<file path="config.mk">
export PLATFORM = sky130hd
export DESIGN_NAME = ffha_ctrl
export DESIGN_NICKNAME = d
export VERILOG_FILES = /design/src/rtl/core/ffha_pkg.sv /design/src/rtl/core/ffha_ctrl.sv
export SDC_FILE = /design/constraint.sdc
export NUM_CORES = 1
export LEC_CHECK = 0
export BUFFER_PORTS_ARGS = -buffer_cell sky130_fd_sc_hd__buf_2
export CELL_PAD_IN_SITES_DETAIL_PLACEMENT = 1
export CELL_PAD_IN_SITES_GLOBAL_PLACEMENT = 2
export CORE_UTILIZATION = 19
export DETAILED_ROUTE_END_ITERATION = 8
export PLACE_DENSITY = 0.89
export SLEW_MARGIN = 5
export SYNTH_ARGS = -nofsm -noshare
export SYNTH_HDL_FRONTEND = slang
export SYNTH_SLANG_ARGS = --single-unit
</file>
<file path="constraint.sdc">
create_clock -name aclk -period 3.6 [get_ports aclk]
set_clock_uncertainty 0.15 [all_clocks]
set_input_delay 0.72 -clock aclk [delete_from_list [all_inputs] [get_ports aclk]]
set_output_delay 0.72 -clock aclk [all_outputs]
set_load 0.005 [all_outputs]
</file>
<file path="src/rtl/core/ffha_pkg.sv">
// Shared types and constants of the first-fit heap allocator.
`timescale 1ns / 1ps
`default_nettype none
package ffha_pkg;

    localparam int HEAP_BYTES   = 4096;
    localparam int HEADER_BYTES = 8;
    localparam int HEAP_AW      = $clog2(HEAP_BYTES);
    localparam int SIZE_W       = 13;
    localparam int HDR_W        = SIZE_W + 1;
    localparam int COUNT_W      = 10;
    localparam int FIELD_W      = 12;
    localparam int CFG_AW       = 3;

    localparam logic OP_ALLOC = 1'b0;
    localparam logic OP_FREE  = 1'b1;

    localparam logic [CFG_AW-1:0] REG_HEAP_SIZE = 3'd0;

    typedef enum logic [2:0] {
        ST_CLEAR,
        ST_IDLE,
        ST_CHECK,
        ST_WALK_RD,
        ST_WALK_EVAL,
        ST_FREE_RD,
        ST_FREE_WB,
        ST_DONE
    } ffha_state_t;

    typedef struct packed {
        logic clear_step;
        logic load;
        logic set_fail;
        logic start_walk;
        logic rd_free;
        logic alloc_new;
        logic alloc_reuse;
        logic advance;
        logic free_wb;
        logic out_load;
    } ffha_cmd_t;

    typedef struct packed {
        logic clear_last;
        logic op_free;
        logic off_low;
        logic fits;
        logic walk_more;
        logic hdr_used;
        logic hdr_zero;
        logic hdr_bigger;
        logic out_busy;
    } ffha_sts_t;

endpackage
`default_nettype wire

</file>
<file path="src/rtl/core/ffha_ctrl.sv">
// Controller state machine that sequences clearing, allocate walks and frees.
`timescale 1ns / 1ps
`default_nettype none
module ffha_ctrl (
    input  wire logic                aclk,
    input  wire logic                aresetn,
    input  wire logic                s_tvalid,
    output logic                     s_tready,
    input  wire ffha_pkg::ffha_sts_t sts,
    output ffha_pkg::ffha_cmd_t      cmd,
    output ffha_pkg::ffha_state_t    state
);

    ffha_pkg::ffha_state_t state_reg;
    ffha_pkg::ffha_state_t state_next;

    assign state = state_reg;

    always_ff @(posedge aclk) begin
        if (!aresetn) begin
            state_reg <= ffha_pkg::ST_CLEAR;
        end else begin
            state_reg <= state_next;
        end
    end

    always_comb begin
        state_next = state_reg;
        case (state_reg)
            ffha_pkg::ST_CLEAR: begin
                if (sts.clear_last) state_next = ffha_pkg::ST_IDLE;
            end
            ffha_pkg::ST_IDLE: begin
                if (s_tvalid) state_next = ffha_pkg::ST_CHECK;
            end
            ffha_pkg::ST_CHECK: begin
                if (sts.op_free) begin
                    state_next = sts.off_low ? ffha_pkg::ST_DONE : ffha_pkg::ST_FREE_RD;
                end else begin
                    state_next = sts.fits ? ffha_pkg::ST_WALK_RD : ffha_pkg::ST_DONE;
                end
            end
            ffha_pkg::ST_WALK_RD: begin
                state_next = sts.walk_more ? ffha_pkg::ST_WALK_EVAL : ffha_pkg::ST_DONE;
            end
            ffha_pkg::ST_WALK_EVAL: begin
                if (!sts.hdr_used && (sts.hdr_zero || sts.hdr_bigger)) begin
                    state_next = ffha_pkg::ST_DONE;
                end else if (sts.hdr_used && sts.hdr_zero) begin
                    state_next = ffha_pkg::ST_DONE;
                end else begin
                    state_next = ffha_pkg::ST_WALK_RD;
                end
            end
            ffha_pkg::ST_FREE_RD: state_next = ffha_pkg::ST_FREE_WB;
            ffha_pkg::ST_FREE_WB: state_next = ffha_pkg::ST_DONE;
            ffha_pkg::ST_DONE: begin
                if (!sts.out_busy) state_next = ffha_pkg::ST_IDLE;
            end
            default: state_next = ffha_pkg::ST_CLEAR;
        endcase
    end

    always_comb begin
        cmd      = '0;
        s_tready = 1'b0;
        case (state_reg)
            ffha_pkg::ST_CLEAR: cmd.clear_step = 1'b1;
            ffha_pkg::ST_IDLE: begin
                s_tready = 1'b1;
                cmd.load = s_tvalid;
            end
            ffha_pkg::ST_CHECK: begin
                if (sts.op_free) begin
                    cmd.set_fail = sts.off_low;
                end else begin
                    cmd.set_fail   = !sts.fits;
                    cmd.start_walk = sts.fits;
                end
            end
            ffha_pkg::ST_WALK_RD: cmd.set_fail = !sts.walk_more;
            ffha_pkg::ST_WALK_EVAL: begin
                if (!sts.hdr_used && sts.hdr_zero) begin
                    cmd.alloc_new = 1'b1;
                end else if (!sts.hdr_used && sts.hdr_bigger) begin
                    cmd.alloc_reuse = 1'b1;
                end else if (sts.hdr_used && sts.hdr_zero) begin
                    cmd.set_fail = 1'b1;
                end else begin
                    cmd.advance = 1'b1;
                end
            end
            ffha_pkg::ST_FREE_RD: cmd.rd_free = 1'b1;
            ffha_pkg::ST_FREE_WB: begin
                cmd.rd_free = 1'b1;
                cmd.free_wb = 1'b1;
            end
            ffha_pkg::ST_DONE: cmd.out_load = !sts.out_busy;
            default: cmd = '0;
        endcase
    end

endmodule
`default_nettype wire

</file>
# After elaboration in Yosys (flattened, before gate mapping)
# Cells that the tools add are included.
dict set report op_classes {
  n_addsub 0
  n_mul 0
  div_mod_pow 0
  magnitude_cmp 0
  eq_ne 10
  shifts 0
  n_mux 29
  n_bitwise 0
  n_reduce_logical 12
}
# cell count
set ops {}
lappend ops {{2-to-1 mux 3 bit} 8}
lappend ops {{one-hot mux 3 bit (8 select lines)} 1}
lappend ops {{2-to-1 mux 1 bit} 16}
lappend ops {{== test 3 bit (second input constant)} 4}
lappend ops {{== test 3 x 2 -> 1 bit (second input constant)} 2}
lappend ops {{2-to-1 mux 2 bit} 3}
lappend ops {{inequality test 2 bit (second input constant)} 3}
lappend ops {{logical AND 1 bit} 4}
lappend ops {{zero test 1 bit} 4}
lappend ops {{== test 3 x 1 -> 1 bit (second input constant)} 1}
lappend ops {{zero test 3 bit} 1}
lappend ops {{one-hot mux 1 bit (3 select lines)} 1}
lappend ops {{AND reduction 3 bit} 1}
lappend ops {{OR reduction 2 bit} 1}
lappend ops {{logical OR 1 bit} 1}
dict set report totals {
  regBits 3
  latch_bits 0
  mem_bits_rw 0
  mem_bits_ro 0
  inputBits 12
  out_inout_bits 14
  wordCells 52
  memories 0
}

# Longest topological paths before layout
dict set report logic_depth {
  ltp_word 5
  ltp_mapped 4
}

# Least setup slack after synthesis
# OpenSTA, ideal clock, no wires.
dict set report synth_path {
  path_kind {input-to-output}
  start {input sts[7] in the netlist's numbering}
  end {output cmd[6] in the netlist's numbering}
  t_arrival_ps 1189
  setup_slack_ps 1541
  cell_stages 2
  cell_sequence {or3b_1 nor2_1}
}
# item line_no
set synth_lines {}
lappend synth_lines {{start: declaration} ffha_ctrl.sv:9} ;# input wire ffha_pkg::ffha_sts_t sts,
lappend synth_lines {{end: declaration} ffha_ctrl.sv:10} ;# output ffha_pkg::ffha_cmd_t cmd,

==> results.json <==
{
  "outcome": "completed",
  "die_w_um": 44.2,
  "fin_crit_ps": 2510,
  "post-synth-top-area-cell": "dfxtp_1",
  "cts_tree": "done",
  "synth_cell_types": 24,
  "ys_seq_elements": 3,
  "avgRoutedWirePerCell_um": 11.8,
  "place_ws_ps": 1280,
  "ir_drop_uv": 90.1,
  "cts_root_buf": "clkbuf_4",
  "grt_max_degree": 16,
  "p_leak_nw": 0.221,
  "tightest_slew_ps": 445,
  "drive_gt1_share_pct": 50.0,
  "antenna_found_initial": 0,
  "fmax_ghz": 0.398,
  "vias": 429,
  "start_util_pct": 21.3,
  "hold_viol_final": 0,
  "drtIter0Drc": 8,
  "ys_seq_area_share_pct": 17.7,
  "htree_levels": 1,
  "cts_setup_buffers": 0,
  "place.gp.congestion": 0.649,
  "crit_path_end_kind": "primary output",
  "synth_cells": 44,
  "ys_warn_count": 0,
  "path_class": "flop to primary output",
  "path_max_fanout": 12,
  "grt_pass1_vias": 396,
  "synth_area_leaders": "dfxtp_1 (18%), nor2b_1 (7.4%), nor3_1 (7.4%)",
  "numClockSinks": 3,
  "dieHeight_um": 44.2,
  "wirelength_mm": 1.11,
  "clk_path_buf_depth": 2,
  "dieArea_um2": 1960,
  "maxSlewHeadroom_pct": 70.3,
  "ios": 26,
  "ctsHoldBuffers": 0,
  "hp-start": "aresetn",
  "area_growth_pct": 46.5,
  "grt_overflow": 0,
  "path_clk_slew_ps": 40,
  "startpoint_type": "flop",
  "slew_viol_final": 0,
  "antenna_cells": 0,
  "numCtsBuffers": 3,
  "portBuffers": 25,
  "period_share_pct": 69.7,
  "core.rowCount": 14,
  "antenna_left": 0,
  "grt_setup_unrepaired": "no",
  "utilization_pct": 31.2,
  "layout_commonest_cell": "buf_2",
  "r2r-start": "state[0]$_SDFFE_PN0P_",
  "core_region_area_um2": 1590,
  "cts_resized": 0,
  "setup_viol_count_final": 0,
  "drcViolationCount": 0,
  "worstPathArrival_ps": 1640,
  "powerDensity_nw_per_um2": 345,
  "vias_per_cell": 4.56,
  "hp-class": "input pin to flop",
  "max_cap_violations": 0,
  "fin_setup_tns_ps": 0,
  "whs_ps": 596,
  "dr.pass1.iters": 6,
  "largest_register_ffs": 3,
  "grt_usage_pct": 12.7,
  "synth.net_count": 56,
  "grt_pass1_wl_mm": 1.71,
  "startpoint": "state[2]$_SDFFE_PN0P_",
  "final_cell_mix": "buf_2 (25), nor3_1 (5), nor2_1 (4), nor2b_1 (4)",
  "critPathRequiredTime_ps": 2730,
  "place_hpwl_um": 880,
  "nets": 83,
  "timing.final.ws_setup_ps": 1090,
  "synth_top_area_share_pct": 17.7,
  "avgSynthCellArea_um2": 7.71,
  "syn-cell-area_um2": 339,
  "clk_latency_ps": 240
}
## worst max-delay path, stage by stage, from the launching register on
cell and delay, ps:
dfxtp_1 570, inv_2 100, or3_4 430, nor3b_2 170, buf_2 140
## where the power goes
part	total [mW]	switching [mW]	internal, mW	leakage [nW]
Clock	0.0601	0.0185	0.0416	0.0150
Sequential	0.0531	0.0152	0.0379	0.0247
Combinational	0.0581	0.0264	0.0317	0.182
## routing by layer
layer	share of wire, %	wire [um]	up-vias	global-route usage, %
met3	5.9	65	4	1.63
met2	47	524	21	21.5
met1	42	468	190	13.0
met5	0	0	-	0
met4	4.2	46	0	12.7
li1	-	-	214	-
## final timing paths
| path | end | slack [ps] | cells after the start |
|---|---|---|---|
| setup / recovery | cmd[4] | 1090 | 4 |
| hold / removal | state[1]$_SDFFE_PN0P_ | 600 | 2 |
| setup reg to reg | state[1]$_SDFFE_PN0P_ | 2080 | 3 |
| hold reg to reg | state[0]$_SDFFE_PN0P_ | 600 | 2 |
## cell usage after synthesis
cell / number
or3_4: 1
o22ai_1: 2
nor3_1: 5
nor4_1: 1
o31a_1: 2
nor2_1: 4
o21ai_0: 1
o221a_2: 1
buf_4: 1
nor3b_2: 2
buf_2: 1
buf_6: 1
dfxtp_1: 3
or3b_1: 1
nor3_2: 1
nor4b_2: 1
a21oi_1: 2
nand2_1: 3
o21a_1: 1
or2b_1: 1
nand2b_1: 3
nor2b_1: 4
inv_2: 1
nand4b_1: 1
## stage by stage
stage	area [um2]	instances	power, mW
floorplan	339	44	0.0894
global placement	470	90	0.111
detailed placement	470	90	0.113
CTS	497	94	0.175
global route	497	94	0.183
finish	497	94	0.171
## cell type report
| class | count | area (um2) |
|---|---|---|
| clock buffer | 4 | 26.3 |
| inverter | 1 | 3.75 |
| fill | 219 | 1100 |
| multi-input combinational | 37 | 251 |
| tap | 24 | 30.0 |
| timing repair buffer | 25 | 125 |
| sequential | 3 | 60.1 |
## cell families (layout without fill, tap and decap cells)
| logic type | count (synthesis) | in the layout | share of synthesized area (%) |
|---|---|---|---|
| flip-flops | 3 | 3 | 17.7 |
| buffers and inverters | 4 | 30 | 8.12 |
| AND/OR/NAND/NOR | 28 | 28 | 55.3 |
| AO/OA/AOI/OAI | 9 | 9 | 18.8 |
(Power assumes the default switching activity.)
